--- src/hdl/assert_macros.svh ---
// Assertion macros shared by the cursor canonicaliser modules
`ifndef ASSERT_MACROS_SVH
`define ASSERT_MACROS_SVH

// Same-cycle implication, disabled while reset is asserted
`define CBCD_ASSERT_NOW(lbl, clk, rstn, ante, cons, msg) \
  lbl: assert property (@(posedge clk) disable iff (!(rstn)) (ante) |-> (cons)) \
    else $error(msg);

// Next-cycle implication, disabled while reset is asserted
`define CBCD_ASSERT_NEXT(lbl, clk, rstn, ante, cons, msg) \
  lbl: assert property (@(posedge clk) disable iff (!(rstn)) (ante) |=> (cons)) \
    else $error(msg);

`endif

--- src/hdl/cbcd_pkg.sv ---
// Types, constants and functions of the cursor canonicaliser
package cbcd_pkg;

  localparam int unsigned MAX_DIM_DEFAULT = 512;

  localparam logic [63:0] FNV_PRIME = 64'd1099511628211;
  localparam logic [63:0] FNV_BASIS = 64'd1469598103934665603;
  // prime = 2^40 + 0x1b3, so a fold is a shift plus a narrow constant multiply
  localparam int unsigned FNV_SHIFT = 40;
  localparam logic [63:0] FNV_LOW   = FNV_PRIME - (64'd1 << FNV_SHIFT);

  localparam int unsigned QDEPTH = 2;
  localparam int unsigned QPTR_W = (QDEPTH > 1) ? $clog2(QDEPTH) : 1;
  localparam int unsigned QCNT_W = $clog2(QDEPTH + 1);

  localparam int unsigned STREAM_W    = 128;
  localparam int unsigned BYTE_CNT_W  = 5;
  localparam logic [BYTE_CNT_W-1:0] HDR_BYTES = BYTE_CNT_W'(16);
  localparam logic [BYTE_CNT_W-1:0] PIX_BYTES = BYTE_CNT_W'(4);

  typedef enum logic {
    OP_HEADER = 1'b0,
    OP_PIXEL  = 1'b1
  } opcode_t;

  typedef enum logic [1:0] {
    ST_OK         = 2'd0,
    ST_BAD_SHAPE  = 2'd1,
    ST_BAD_FORMAT = 2'd2,
    ST_NO_SHAPE   = 2'd3
  } status_t;

  typedef enum logic [2:0] {
    FMT_BGRA = 3'd0,
    FMT_RGBA = 3'd1,
    FMT_ARGB = 3'd2,
    FMT_ABGR = 3'd3,
    FMT_BGRX = 3'd4,
    FMT_RGBX = 3'd5,
    FMT_XBGR = 3'd6,
    FMT_XRGB = 3'd7
  } fmt_t;

  typedef enum logic [1:0] {
    CMD_HEADER = 2'd0,
    CMD_PIXEL  = 2'd1,
    CMD_REJECT = 2'd2
  } cmd_kind_t;

  // header data: {hot_y, hot_x, height, width}; pixel data in [31:0]
  typedef struct packed {
    cmd_kind_t   kind;
    status_t     status;
    logic        last;
    logic [63:0] data;
  } cmd_t;

  function automatic logic [63:0] fnv_fold(input logic [63:0] h, input logic [7:0] b);
    logic [63:0] x;
    x = h ^ {56'h0, b};
    return (x << FNV_SHIFT) + (x * FNV_LOW);
  endfunction

  function automatic logic [31:0] swizzle(input fmt_t fmt, input logic [31:0] px);
    logic [7:0] s0, s1, s2, s3, b, g, r, a;
    s0 = px[7:0];
    s1 = px[15:8];
    s2 = px[23:16];
    s3 = px[31:24];
    case (fmt)
      FMT_BGRA: begin b = s0; g = s1; r = s2; a = s3;    end
      FMT_RGBA: begin b = s2; g = s1; r = s0; a = s3;    end
      FMT_ARGB: begin b = s3; g = s2; r = s1; a = s0;    end
      FMT_ABGR: begin b = s1; g = s2; r = s3; a = s0;    end
      FMT_BGRX: begin b = s0; g = s1; r = s2; a = 8'hff; end
      FMT_RGBX: begin b = s2; g = s1; r = s0; a = 8'hff; end
      FMT_XBGR: begin b = s1; g = s2; r = s3; a = 8'hff; end
      default:  begin b = s3; g = s2; r = s1; a = 8'hff; end
    endcase
    // fully transparent pixels carry no colour
    if (a == 8'h00) begin
      b = 8'h00;
      g = 8'h00;
      r = 8'h00;
    end
    return {a, r, g, b};
  endfunction

endpackage

--- src/hdl/cbcd_ifs.sv ---
// Valid/ready channel interfaces for input items and results
interface cbcd_in_if;
  logic        valid;
  logic        ready;
  logic        opcode;
  logic [15:0] shape_width;
  logic [15:0] shape_height;
  logic signed [15:0] hot_x;
  logic signed [15:0] hot_y;
  logic [3:0]  source_format;
  logic [31:0] source_pixel;

  modport source (output valid, opcode, shape_width, shape_height, hot_x, hot_y,
                  source_format, source_pixel, input ready);
  modport sink   (input valid, opcode, shape_width, shape_height, hot_x, hot_y,
                  source_format, source_pixel, output ready);
endinterface

interface cbcd_out_if;
  logic        valid;
  logic        ready;
  logic [31:0] out_pixel;
  logic [1:0]  status;
  logic        shape_done;
  logic        publish;
  logic [31:0] sequence_number;
  logic [63:0] shape_hash;

  modport source (output valid, out_pixel, status, shape_done, publish,
                  sequence_number, shape_hash, input ready);
  modport sink   (input valid, out_pixel, status, shape_done, publish,
                  sequence_number, shape_hash, output ready);
endinterface

--- src/hdl/cbcd_front.sv ---
// Front end: accepts items, checks headers, tracks the open shape, swizzles pixels
`include "assert_macros.svh"

module cbcd_front #(
  parameter int unsigned MAX_DIM = cbcd_pkg::MAX_DIM_DEFAULT
) (
  input  logic           clk,
  input  logic           rst_n,
  cbcd_in_if.sink        in_if,
  input  logic           q_full,
  output logic           q_push,
  output cbcd_pkg::cmd_t q_cmd
);

  localparam int unsigned CNT_W = $clog2(MAX_DIM * MAX_DIM + 1);

  logic                 shape_active_r, shape_active_nxt;
  logic [CNT_W-1:0]     pixels_left_r, pixels_left_nxt;
  cbcd_pkg::fmt_t       fmt_r, fmt_nxt;

  logic                 bad_shape;
  logic [31:0]          area;

  assign in_if.ready = !q_full;
  assign q_push      = in_if.valid && !q_full;

  assign area = in_if.shape_width * in_if.shape_height;

  assign bad_shape = (in_if.shape_width == 16'd0) || (in_if.shape_width > 16'(MAX_DIM)) ||
                     (in_if.shape_height == 16'd0) || (in_if.shape_height > 16'(MAX_DIM)) ||
                     in_if.hot_x[15] || in_if.hot_y[15] ||
                     (16'(in_if.hot_x) >= in_if.shape_width) ||
                     (16'(in_if.hot_y) >= in_if.shape_height);

  always_comb begin
    shape_active_nxt = shape_active_r;
    pixels_left_nxt  = pixels_left_r;
    fmt_nxt          = fmt_r;
    q_cmd.kind       = cbcd_pkg::CMD_REJECT;
    q_cmd.status     = cbcd_pkg::ST_OK;
    q_cmd.last       = 1'b0;
    q_cmd.data       = 64'h0;
    if (in_if.opcode == cbcd_pkg::OP_HEADER) begin
      q_cmd.data = {in_if.hot_y, in_if.hot_x, in_if.shape_height, in_if.shape_width};
      if (q_push) begin
        shape_active_nxt = 1'b0;
        pixels_left_nxt  = '0;
      end
      if (bad_shape) begin
        q_cmd.status = cbcd_pkg::ST_BAD_SHAPE;
      end else if (in_if.source_format[3]) begin
        q_cmd.status = cbcd_pkg::ST_BAD_FORMAT;
      end else begin
        q_cmd.kind = cbcd_pkg::CMD_HEADER;
        if (q_push) begin
          shape_active_nxt = 1'b1;
          pixels_left_nxt  = area[CNT_W-1:0];
          fmt_nxt          = cbcd_pkg::fmt_t'(in_if.source_format[2:0]);
        end
      end
    end else if (!shape_active_r) begin
      q_cmd.status = cbcd_pkg::ST_NO_SHAPE;
    end else begin
      q_cmd.kind = cbcd_pkg::CMD_PIXEL;
      q_cmd.data = {32'h0, cbcd_pkg::swizzle(fmt_r, in_if.source_pixel)};
      q_cmd.last = (pixels_left_r == CNT_W'(1));
      if (q_push) begin
        pixels_left_nxt = pixels_left_r - CNT_W'(1);
        if (pixels_left_r == CNT_W'(1)) begin
          shape_active_nxt = 1'b0;
        end
      end
    end
  end

  always_ff @(posedge clk) begin
    if (!rst_n) begin
      shape_active_r <= 1'b0;
      pixels_left_r  <= '0;
      fmt_r          <= cbcd_pkg::FMT_BGRA;
    end else begin
      shape_active_r <= shape_active_nxt;
      pixels_left_r  <= pixels_left_nxt;
      fmt_r          <= fmt_nxt;
    end
  end

  `CBCD_ASSERT_NOW(a_open_shape_has_pixels, clk, rst_n, shape_active_r,
                   pixels_left_r != '0, "open shape with no pixels left")
  `CBCD_ASSERT_NEXT(a_last_pixel_closes, clk, rst_n,
                    q_push && (q_cmd.kind == cbcd_pkg::CMD_PIXEL) && q_cmd.last,
                    !shape_active_r, "shape still open after its last pixel")

endmodule

--- src/hdl/cbcd_queue.sv ---
// Short command queue between front end and hash back end
`include "assert_macros.svh"

module cbcd_queue (
  input  logic           clk,
  input  logic           rst_n,
  input  logic           push,
  input  cbcd_pkg::cmd_t push_cmd,
  output logic           full,
  input  logic           pop,
  output cbcd_pkg::cmd_t head_cmd,
  output logic           empty
);

  cbcd_pkg::cmd_t                  slots_r [cbcd_pkg::QDEPTH];
  logic [cbcd_pkg::QPTR_W-1:0]     wr_ptr_r, wr_ptr_nxt;
  logic [cbcd_pkg::QPTR_W-1:0]     rd_ptr_r, rd_ptr_nxt;
  logic [cbcd_pkg::QCNT_W-1:0]     count_r, count_nxt;

  assign full     = (count_r == cbcd_pkg::QCNT_W'(cbcd_pkg::QDEPTH));
  assign empty    = (count_r == '0);
  assign head_cmd = slots_r[rd_ptr_r];

  always_comb begin
    wr_ptr_nxt = wr_ptr_r;
    rd_ptr_nxt = rd_ptr_r;
    count_nxt  = count_r;
    if (push) begin
      wr_ptr_nxt = (wr_ptr_r == cbcd_pkg::QPTR_W'(cbcd_pkg::QDEPTH - 1)) ? '0
                   : wr_ptr_r + cbcd_pkg::QPTR_W'(1);
    end
    if (pop) begin
      rd_ptr_nxt = (rd_ptr_r == cbcd_pkg::QPTR_W'(cbcd_pkg::QDEPTH - 1)) ? '0
                   : rd_ptr_r + cbcd_pkg::QPTR_W'(1);
    end
    if (push && !pop) begin
      count_nxt = count_r + cbcd_pkg::QCNT_W'(1);
    end else if (pop && !push) begin
      count_nxt = count_r - cbcd_pkg::QCNT_W'(1);
    end
  end

  always_ff @(posedge clk) begin
    if (!rst_n) begin
      wr_ptr_r <= '0;
      rd_ptr_r <= '0;
      count_r  <= '0;
    end else begin
      wr_ptr_r <= wr_ptr_nxt;
      rd_ptr_r <= rd_ptr_nxt;
      count_r  <= count_nxt;
    end
  end

  always_ff @(posedge clk) begin
    if (push) begin
      slots_r[wr_ptr_r] <= push_cmd;
    end
  end

  `CBCD_ASSERT_NOW(a_no_push_when_full, clk, rst_n, push, !full, "push into full queue")
  `CBCD_ASSERT_NOW(a_no_pop_when_empty, clk, rst_n, pop, !empty, "pop from empty queue")

endmodule

--- src/hdl/cbcd_back.sv ---
// Back end: FNV-1a fold one byte a cycle, de-dup check and result register
`include "assert_macros.svh"

module cbcd_back (
  input  logic           clk,
  input  logic           rst_n,
  input  logic           q_empty,
  input  cbcd_pkg::cmd_t q_head,
  output logic           q_pop,
  cbcd_out_if.source     out_if
);

  typedef enum logic [1:0] {
    S_IDLE,
    S_FOLD,
    S_FINISH
  } state_t;

  state_t                              state_r, state_nxt;
  cbcd_pkg::cmd_t                      cmd_r, cmd_nxt;
  logic [63:0]                         work_hash_r, work_hash_nxt;
  logic [cbcd_pkg::STREAM_W-1:0]       stream_r, stream_nxt;
  logic [cbcd_pkg::BYTE_CNT_W-1:0]     bytes_left_r, bytes_left_nxt;
  logic [63:0]                         running_hash_r, running_hash_nxt;
  logic [63:0]                         published_hash_r, published_hash_nxt;
  logic [31:0]                         seq_r, seq_nxt;
  logic                                out_valid_r, out_valid_nxt;
  logic [31:0]                         o_pixel_r, o_pixel_nxt;
  logic [1:0]                          o_status_r, o_status_nxt;
  logic                                o_done_r, o_done_nxt;
  logic                                o_pub_r, o_pub_nxt;
  logic [31:0]                         o_seq_r, o_seq_nxt;
  logic [63:0]                         o_hash_r, o_hash_nxt;

  logic                                slot_free;
  logic [31:0]                         seq_inc;

  assign slot_free = !out_valid_r || out_if.ready;
  assign q_pop     = (state_r == S_IDLE) && !q_empty;
  assign seq_inc   = seq_r + 32'd1;

  always_comb begin
    state_nxt          = state_r;
    cmd_nxt            = cmd_r;
    work_hash_nxt      = work_hash_r;
    stream_nxt         = stream_r;
    bytes_left_nxt     = bytes_left_r;
    running_hash_nxt   = running_hash_r;
    published_hash_nxt = published_hash_r;
    seq_nxt            = seq_r;
    out_valid_nxt      = out_valid_r && !out_if.ready;
    o_pixel_nxt        = o_pixel_r;
    o_status_nxt       = o_status_r;
    o_done_nxt         = o_done_r;
    o_pub_nxt          = o_pub_r;
    o_seq_nxt          = o_seq_r;
    o_hash_nxt         = o_hash_r;
    case (state_r)
      S_IDLE: begin
        if (q_pop) begin
          cmd_nxt = q_head;
          case (q_head.kind)
            cbcd_pkg::CMD_HEADER: begin
              // each header value is a little-endian 32-bit word
              work_hash_nxt  = cbcd_pkg::FNV_BASIS;
              stream_nxt     = {16'h0, q_head.data[63:48], 16'h0, q_head.data[47:32],
                                16'h0, q_head.data[31:16], 16'h0, q_head.data[15:0]};
              bytes_left_nxt = cbcd_pkg::HDR_BYTES;
              state_nxt      = S_FOLD;
            end
            cbcd_pkg::CMD_PIXEL: begin
              work_hash_nxt  = running_hash_r;
              stream_nxt     = {96'h0, q_head.data[31:0]};
              bytes_left_nxt = cbcd_pkg::PIX_BYTES;
              state_nxt      = S_FOLD;
            end
            default: begin
              work_hash_nxt  = running_hash_r;
              bytes_left_nxt = '0;
              state_nxt      = S_FINISH;
            end
          endcase
        end
      end
      S_FOLD: begin
        work_hash_nxt  = cbcd_pkg::fnv_fold(work_hash_r, stream_r[7:0]);
        stream_nxt     = stream_r >> 8;
        bytes_left_nxt = bytes_left_r - cbcd_pkg::BYTE_CNT_W'(1);
        if (bytes_left_r == cbcd_pkg::BYTE_CNT_W'(1)) begin
          state_nxt = S_FINISH;
        end
      end
      S_FINISH: begin
        if (slot_free) begin
          out_valid_nxt = 1'b1;
          o_pixel_nxt   = 32'h0;
          o_status_nxt  = cmd_r.status;
          o_done_nxt    = 1'b0;
          o_pub_nxt     = 1'b0;
          o_seq_nxt     = seq_r;
          o_hash_nxt    = work_hash_r;
          if (cmd_r.kind != cbcd_pkg::CMD_REJECT) begin
            running_hash_nxt = work_hash_r;
          end
          if (cmd_r.kind == cbcd_pkg::CMD_PIXEL) begin
            o_pixel_nxt = cmd_r.data[31:0];
            if (cmd_r.last) begin
              o_done_nxt = 1'b1;
              // a zero published hash means none published yet
              if (!(published_hash_r != 64'h0 && published_hash_r == work_hash_r)) begin
                seq_nxt            = (seq_inc == 32'h0) ? 32'd1 : seq_inc;
                o_seq_nxt          = seq_nxt;
                published_hash_nxt = work_hash_r;
                o_pub_nxt          = 1'b1;
              end
            end
          end
          state_nxt = S_IDLE;
        end
      end
      default: begin
        state_nxt = S_IDLE;
      end
    endcase
  end

  always_ff @(posedge clk) begin
    if (!rst_n) begin
      state_r          <= S_IDLE;
      running_hash_r   <= 64'h0;
      published_hash_r <= 64'h0;
      seq_r            <= 32'h0;
      out_valid_r      <= 1'b0;
      bytes_left_r     <= '0;
    end else begin
      state_r          <= state_nxt;
      running_hash_r   <= running_hash_nxt;
      published_hash_r <= published_hash_nxt;
      seq_r            <= seq_nxt;
      out_valid_r      <= out_valid_nxt;
      bytes_left_r     <= bytes_left_nxt;
    end
    cmd_r       <= cmd_nxt;
    work_hash_r <= work_hash_nxt;
    stream_r    <= stream_nxt;
    o_pixel_r   <= o_pixel_nxt;
    o_status_r  <= o_status_nxt;
    o_done_r    <= o_done_nxt;
    o_pub_r     <= o_pub_nxt;
    o_seq_r     <= o_seq_nxt;
    o_hash_r    <= o_hash_nxt;
  end

  assign out_if.valid           = out_valid_r;
  assign out_if.out_pixel       = o_pixel_r;
  assign out_if.status          = o_status_r;
  assign out_if.shape_done      = o_done_r;
  assign out_if.publish         = o_pub_r;
  assign out_if.sequence_number = o_seq_r;
  assign out_if.shape_hash      = o_hash_r;

  `CBCD_ASSERT_NOW(a_publish_needs_done, clk, rst_n, out_valid_r && o_pub_r,
                   o_done_r && (o_seq_r != 32'h0), "publish without finished shape")
  `CBCD_ASSERT_NOW(a_fold_has_bytes, clk, rst_n, state_r == S_FOLD,
                   bytes_left_r != '0, "fold state with no bytes left")
  `CBCD_ASSERT_NEXT(a_published_matches, clk, rst_n, out_valid_r && o_pub_r && !out_if.ready,
                    published_hash_r == o_hash_r, "published hash differs from result")

endmodule

--- src/hdl/cursor_bitmap_canonicalize_dedup_core.sv ---
// Cursor bitmap canonicaliser with FNV-1a 64 de-duplication, top level
// Header items open a cursor shape; each pixel item is swizzled to BGRA and
// folded into a running FNV-1a 64 hash, and the last pixel of a shape raises
// publish with a new sequence number when the hash differs from the last one
// published. Every item gives exactly one result. The hash unit folds one byte
// per cycle, which sets the rate: a pixel passes the queue pop, four byte folds
// and the result write; a valid header, sixteen byte folds of size and hotspot;
// a rejected item, pop and result write. A two-entry queue lets the front end
// keep accepting while the hash unit works and a result waits to be taken.
`include "assert_macros.svh"

module cursor_bitmap_canonicalize_dedup_core #(
  parameter int unsigned MAX_DIM = cbcd_pkg::MAX_DIM_DEFAULT
) (
  input  logic        clk,
  input  logic        rst_n,
  cbcd_in_if.sink     in_if,
  cbcd_out_if.source  out_if
);

  logic           q_push;
  logic           q_full;
  logic           q_pop;
  logic           q_empty;
  cbcd_pkg::cmd_t q_in_cmd;
  cbcd_pkg::cmd_t q_head_cmd;

  cbcd_front #(
    .MAX_DIM (MAX_DIM)
  ) u_front (
    .clk    (clk),
    .rst_n  (rst_n),
    .in_if  (in_if),
    .q_full (q_full),
    .q_push (q_push),
    .q_cmd  (q_in_cmd)
  );

  cbcd_queue u_queue (
    .clk      (clk),
    .rst_n    (rst_n),
    .push     (q_push),
    .push_cmd (q_in_cmd),
    .full     (q_full),
    .pop      (q_pop),
    .head_cmd (q_head_cmd),
    .empty    (q_empty)
  );

  cbcd_back u_back (
    .clk     (clk),
    .rst_n   (rst_n),
    .q_empty (q_empty),
    .q_head  (q_head_cmd),
    .q_pop   (q_pop),
    .out_if  (out_if)
  );

  `CBCD_ASSERT_NOW(a_accept_only_with_room, clk, rst_n, in_if.valid && in_if.ready,
                   !q_full, "beat accepted while queue full")

endmodule

--- src/flat_wrapper.sv ---
// flat-port wrapper written by rule: the top's interface ports become plain ports
module cursor_bitmap_canonicalize_dedup_core_flat 
#(
  parameter int unsigned MAX_DIM = cbcd_pkg::MAX_DIM_DEFAULT
)
  (clk, rst_n, in_if_valid, in_if_opcode, in_if_shape_width, in_if_shape_height, in_if_hot_x, in_if_hot_y, in_if_source_format, in_if_source_pixel, in_if_ready, out_if_valid, out_if_out_pixel, out_if_status, out_if_shape_done, out_if_publish, out_if_sequence_number, out_if_shape_hash, out_if_ready);
  cbcd_in_if in_if_i ();
  cbcd_out_if out_if_i ();
  input  logic clk;
  input  logic rst_n;
  input wire logic [$bits(in_if_i.valid)-1:0] in_if_valid;
  input wire logic [$bits(in_if_i.opcode)-1:0] in_if_opcode;
  input wire logic [$bits(in_if_i.shape_width)-1:0] in_if_shape_width;
  input wire logic [$bits(in_if_i.shape_height)-1:0] in_if_shape_height;
  input wire logic [$bits(in_if_i.hot_x)-1:0] in_if_hot_x;
  input wire logic [$bits(in_if_i.hot_y)-1:0] in_if_hot_y;
  input wire logic [$bits(in_if_i.source_format)-1:0] in_if_source_format;
  input wire logic [$bits(in_if_i.source_pixel)-1:0] in_if_source_pixel;
  output wire logic [$bits(in_if_i.ready)-1:0] in_if_ready;
  output wire logic [$bits(out_if_i.valid)-1:0] out_if_valid;
  output wire logic [$bits(out_if_i.out_pixel)-1:0] out_if_out_pixel;
  output wire logic [$bits(out_if_i.status)-1:0] out_if_status;
  output wire logic [$bits(out_if_i.shape_done)-1:0] out_if_shape_done;
  output wire logic [$bits(out_if_i.publish)-1:0] out_if_publish;
  output wire logic [$bits(out_if_i.sequence_number)-1:0] out_if_sequence_number;
  output wire logic [$bits(out_if_i.shape_hash)-1:0] out_if_shape_hash;
  input wire logic [$bits(out_if_i.ready)-1:0] out_if_ready;
  assign in_if_i.valid = in_if_valid;
  assign in_if_i.opcode = in_if_opcode;
  assign in_if_i.shape_width = in_if_shape_width;
  assign in_if_i.shape_height = in_if_shape_height;
  assign in_if_i.hot_x = in_if_hot_x;
  assign in_if_i.hot_y = in_if_hot_y;
  assign in_if_i.source_format = in_if_source_format;
  assign in_if_i.source_pixel = in_if_source_pixel;
  assign in_if_ready = in_if_i.ready;
  assign out_if_valid = out_if_i.valid;
  assign out_if_out_pixel = out_if_i.out_pixel;
  assign out_if_status = out_if_i.status;
  assign out_if_shape_done = out_if_i.shape_done;
  assign out_if_publish = out_if_i.publish;
  assign out_if_sequence_number = out_if_i.sequence_number;
  assign out_if_shape_hash = out_if_i.shape_hash;
  assign out_if_i.ready = out_if_ready;
  cursor_bitmap_canonicalize_dedup_core #(.MAX_DIM(MAX_DIM)) u_core (.clk(clk), .rst_n(rst_n), .in_if(in_if_i), .out_if(out_if_i));
endmodule
--- config.mk ---
export PLATFORM = sky130hd
export DESIGN_NAME = cursor_bitmap_canonicalize_dedup_core_flat
export DESIGN_NICKNAME = d
export VERILOG_FILES = /design/src/hdl/cbcd_pkg.sv /design/src/hdl/cbcd_ifs.sv /design/src/hdl/cbcd_front.sv /design/src/hdl/cbcd_queue.sv /design/src/hdl/cbcd_back.sv /design/src/hdl/cursor_bitmap_canonicalize_dedup_core.sv /design/src/flat_wrapper.sv
export VERILOG_INCLUDE_DIRS = /design/src /design/src/hdl
export SDC_FILE = /design/constraint.sdc
export NUM_CORES = 2
export LEC_CHECK = 0
export ABC_AREA = 1
export BUFFER_PORTS_ARGS = -buffer_cell sky130_fd_sc_hd__clkbuf_2
export CAP_MARGIN = 20
export CELL_PAD_IN_SITES_DETAIL_PLACEMENT = 1
export CELL_PAD_IN_SITES_GLOBAL_PLACEMENT = 2
export CORE_MARGIN = 2
export CORE_UTILIZATION = 31
export CTS_BUF_LIST = sky130_fd_sc_hd__clkbuf_2
export DETAILED_ROUTE_END_ITERATION = 10
export HOLD_SLACK_MARGIN = 0.12
export MAX_ROUTING_LAYER = met4
export PLACE_DENSITY = 0.76
export SLEW_MARGIN = 40
export SYNTH_ARGS = -nofsm -noshare
export SYNTH_HDL_FRONTEND = slang
export SYNTH_SLANG_ARGS = --single-unit
--- constraint.sdc ---
create_clock -name clk -period 10.1 [get_ports clk]
set_input_delay 0.505 -clock clk [delete_from_list [all_inputs] [get_ports clk]]
set_output_delay 0.505 -clock clk [all_outputs]
set_load 0.1 [all_outputs]
==> results.cfg <==
[clock_tree]
root_buffer = clkbuf_2
cts_hold_buf = 208
cts_setup_buffers = 0
htree_levels = 4
cts_tree = done
cts-resized-gates = 0
clockBufferDepth = 3
path_clk_slew_ns = 0.10
insertion_delay_ns = 1.59
cts.sinks = 679
cts_buffers = 191

[setup_path]
path_buf_inv = 6
end_kind = flop
cp-start-kind = flop
worstPathRequired_ns = 11.37
critical-path-top-delay-family = adder cells
slowest_stage = xor2_1
crit_path_start = u_core.u_back.work_hash_r[1]
critPathKind = reg -> reg
worstPathArrival_ns = 7.90
path_max_fanout = 5
cp_cell_sequence = xor2_1, ha_1, inv_1, fa_1, inv_1, fa_1, inv_1, fa_1, inv_1, ha_1, ha_1, a21oi_1, o21ai_0, nor2_1, inv_1, a21oi_1, inv_1, nand2_1, nand2_1, o21ai_0, o211ai_1
worst_path_most_repeated_cell = inv_1
r2r_cells = 21
critical_path_cell_count = 21
max_stage_delay_ns = 0.72
r2r_start = u_core.u_back.work_hash_r[1]

[synth]
synth_seq_cells = 679
synth.area.top_cells = edfxtp_1, fa_1, inv_1, dfxtp_1, nand2_1
synthArstFlopShare_pct = 0
synth_fp_nets = 6219
synth_top_area_share_pct = 30.2
netlist_instances = 5486
ys.flop_type = edfxtp_1
yosysUniqueCellTypes = 64
yosys.area.top_type = edfxtp_1
synth_warnings = 0
synth_edf_count = 483
ys_top_cells_by_count = inv_1, nand2_1, edfxtp_1
syn_area_um2 = 48100
yosysSeqAreaShare_pct = 38.3
yosysMostFrequentCell = inv_1
avgSynthCellArea_um2 = 8.77

[timing]
final_hold_viol_count = 0
max_freq_mhz = 151
tns_ns = 0
clock_skew_ns = 0.135
maxSlewHeadroom_pct = 32.5
rsz0062_at_grt = false
fin_crit_ns = 6.63
setup_viol = 0
finalCritPeriodShare_pct = 65.6
fin_ws_ns = 3.47
maxSlewViolCount = 0
worst_pin_slew_ns = 1.01

[floorplanning]
start_util_pct = 31.2
rows = 144
die_w_um = 398
fp.dieH_um = 398
dieArea_um2 = 158000
core_um2 = 154000
io_pins = 239

[drt]
routed_via_density = 4.85
firstDrtPassIters = 6
antenna_left = 0
remaining_drc_errors = 0
wl_per_cell_um = 21.3
vias = 39700
finalWirelength_mm = 175
drtIter0Drc = 2420

[place]
place_hpwl_mm = 131
dp_slack_ns = 3.45
place.gp.congestion = 0.969
io_buffer_count = 238

[layout]
drive_above_1_share_pct = 11.8
final-seq-area_um2 = 18400
finalCoreUtilization_pct = 36.0
n_fill_cell = 18300
final_nets = 6715
area_delta_synth_final_pct = 15.3
multi_input_area_um2 = 24600

[run_status]
status = completed

[global_routing]
grt_pass1_vias = 42500
grt_pass1_wl_mm = 264
grtUsageTotal_pct = 22.7
antenna_found_initial = 6
grt_max_degree = 108
grt_overflow = 0

[worst_hold_path]
whs_path_depth = 8
min_from = in_if_source_format[3]
hold_path_class = in -> reg

[job]
cap_viol_max_count = 0
## logic make-up (layout without fill, tap and decap cells)
family	Yosys count	in the layout	synth area share, %
XOR/XNOR	116	116	2.11
adder cells (fa/ha/maj)	628	628	22.1
other	0	7	0
AND/OR/NAND/NOR	1738	1738	15.3
AO/OA/AOI/OAI	942	942	10.8
buffers and inverters	1359	2011	10.9
flip-flops	679	679	38.3
multiplexers	24	24	0.500
## area by class of cell
cell class	count	area share, %
inverters	1179	8.00
flip-flops and latches	679	33.2
clock buffers	283	2.55
multi-input cells	3448	44.3
well taps	2044	4.61
repair buffers	483	6.51
diodes	7	0.0316
clock inverters	66	0.724
## placed cells by master (no fill, tap or decap), types with 10 or more instances in the layout
cell,synthesis,layout
inv_1,1140,1138
nand2_1,944,943
clkbuf_2,1,519
edfxtp_1,483,483
nor2_1,418,411
fa_1,367,367
o21ai_0,363,360
a21oi_1,309,307
ha_1,261,261
dlygate4sd3_1,0,206
dfxtp_1,196,195
nand3_1,163,163
o21ai_1,70,71
xnor2_1,69,68
nand4_1,57,57
xor2_1,47,47
nor3_1,45,45
clkinv_1,7,42
a31oi_1,36,36
o22ai_1,34,34
inv_2,30,31
buf_4,5,28
mux2i_1,24,24
or2_2,23,23
o211ai_1,21,21
a21o_1,19,19
nor4_1,19,17
clkinv_2,1,17
o21bai_1,14,14
nor3_2,13,13
nand2_2,10,11
nor2_4,6,11
o31ai_1,10,10
a211oi_1,10,10
## worst reg2reg max path: stages, from the launching register on
cell,delay (ns)
edfxtp_1,0.51
xor2_1,0.72
ha_1,0.35
inv_1,0.08
fa_1,0.53
inv_1,0.05
fa_1,0.53
inv_1,0.06
fa_1,0.58
inv_1,0.06
ha_1,0.29
ha_1,0.36
a21oi_1,0.23
o21ai_0,0.15
nor2_1,0.26
inv_1,0.10
a21oi_1,0.48
inv_1,0.18
nand2_1,0.12
nand2_1,0.20
o21ai_0,0.41
o211ai_1,0.15
## routing by layer
layer / global-route usage [%] / wire, µm
met1: 28.8 / 77100
met2: 37.5 / 84100
met3: 3.60 / 8680
met4: 6.42 / 4600
met5: - / 0
## metrics by stage
stage / area, µm² / hold WS (ns) / instances
finish: 55500 / 0.319 / 8189
global route: 55500 / 0.141 / 8188
CTS: 55400 / 0.121 / 8182
detailed placement: 51500 / 0.406 / 7625
global placement: 51400 / 0.407 / 7622
floorplan: 48100 / 0.400 / 5486
## flip-flops by register name, indices dropped and copies added, names as in the netlist, 37 cells and up, named ones only
name / count
u_core.u_queue.slots_r: 138
u_core.u_back.stream_r: 112
u_core.u_back.out_if.shape_hash: 64
u_core.u_back.published_hash_r: 64
u_core.u_back.running_hash_r: 64
u_core.u_back.work_hash_r: 64
u_core.u_back.cmd_r: 37
## final timing paths
kind	to	slack, ns
min reg2reg	u_core.u_back.running_hash_r[54]	0.45
max reg2reg	u_core.u_back.work_hash_r[30]	3.47
min	flop	0.32
max	u_core.u_back.work_hash_r[30]	3.47
Power is left out: the tool's default activity adds up to more than one toggle a clock period on the data nets, which glitch-free logic cannot reach.
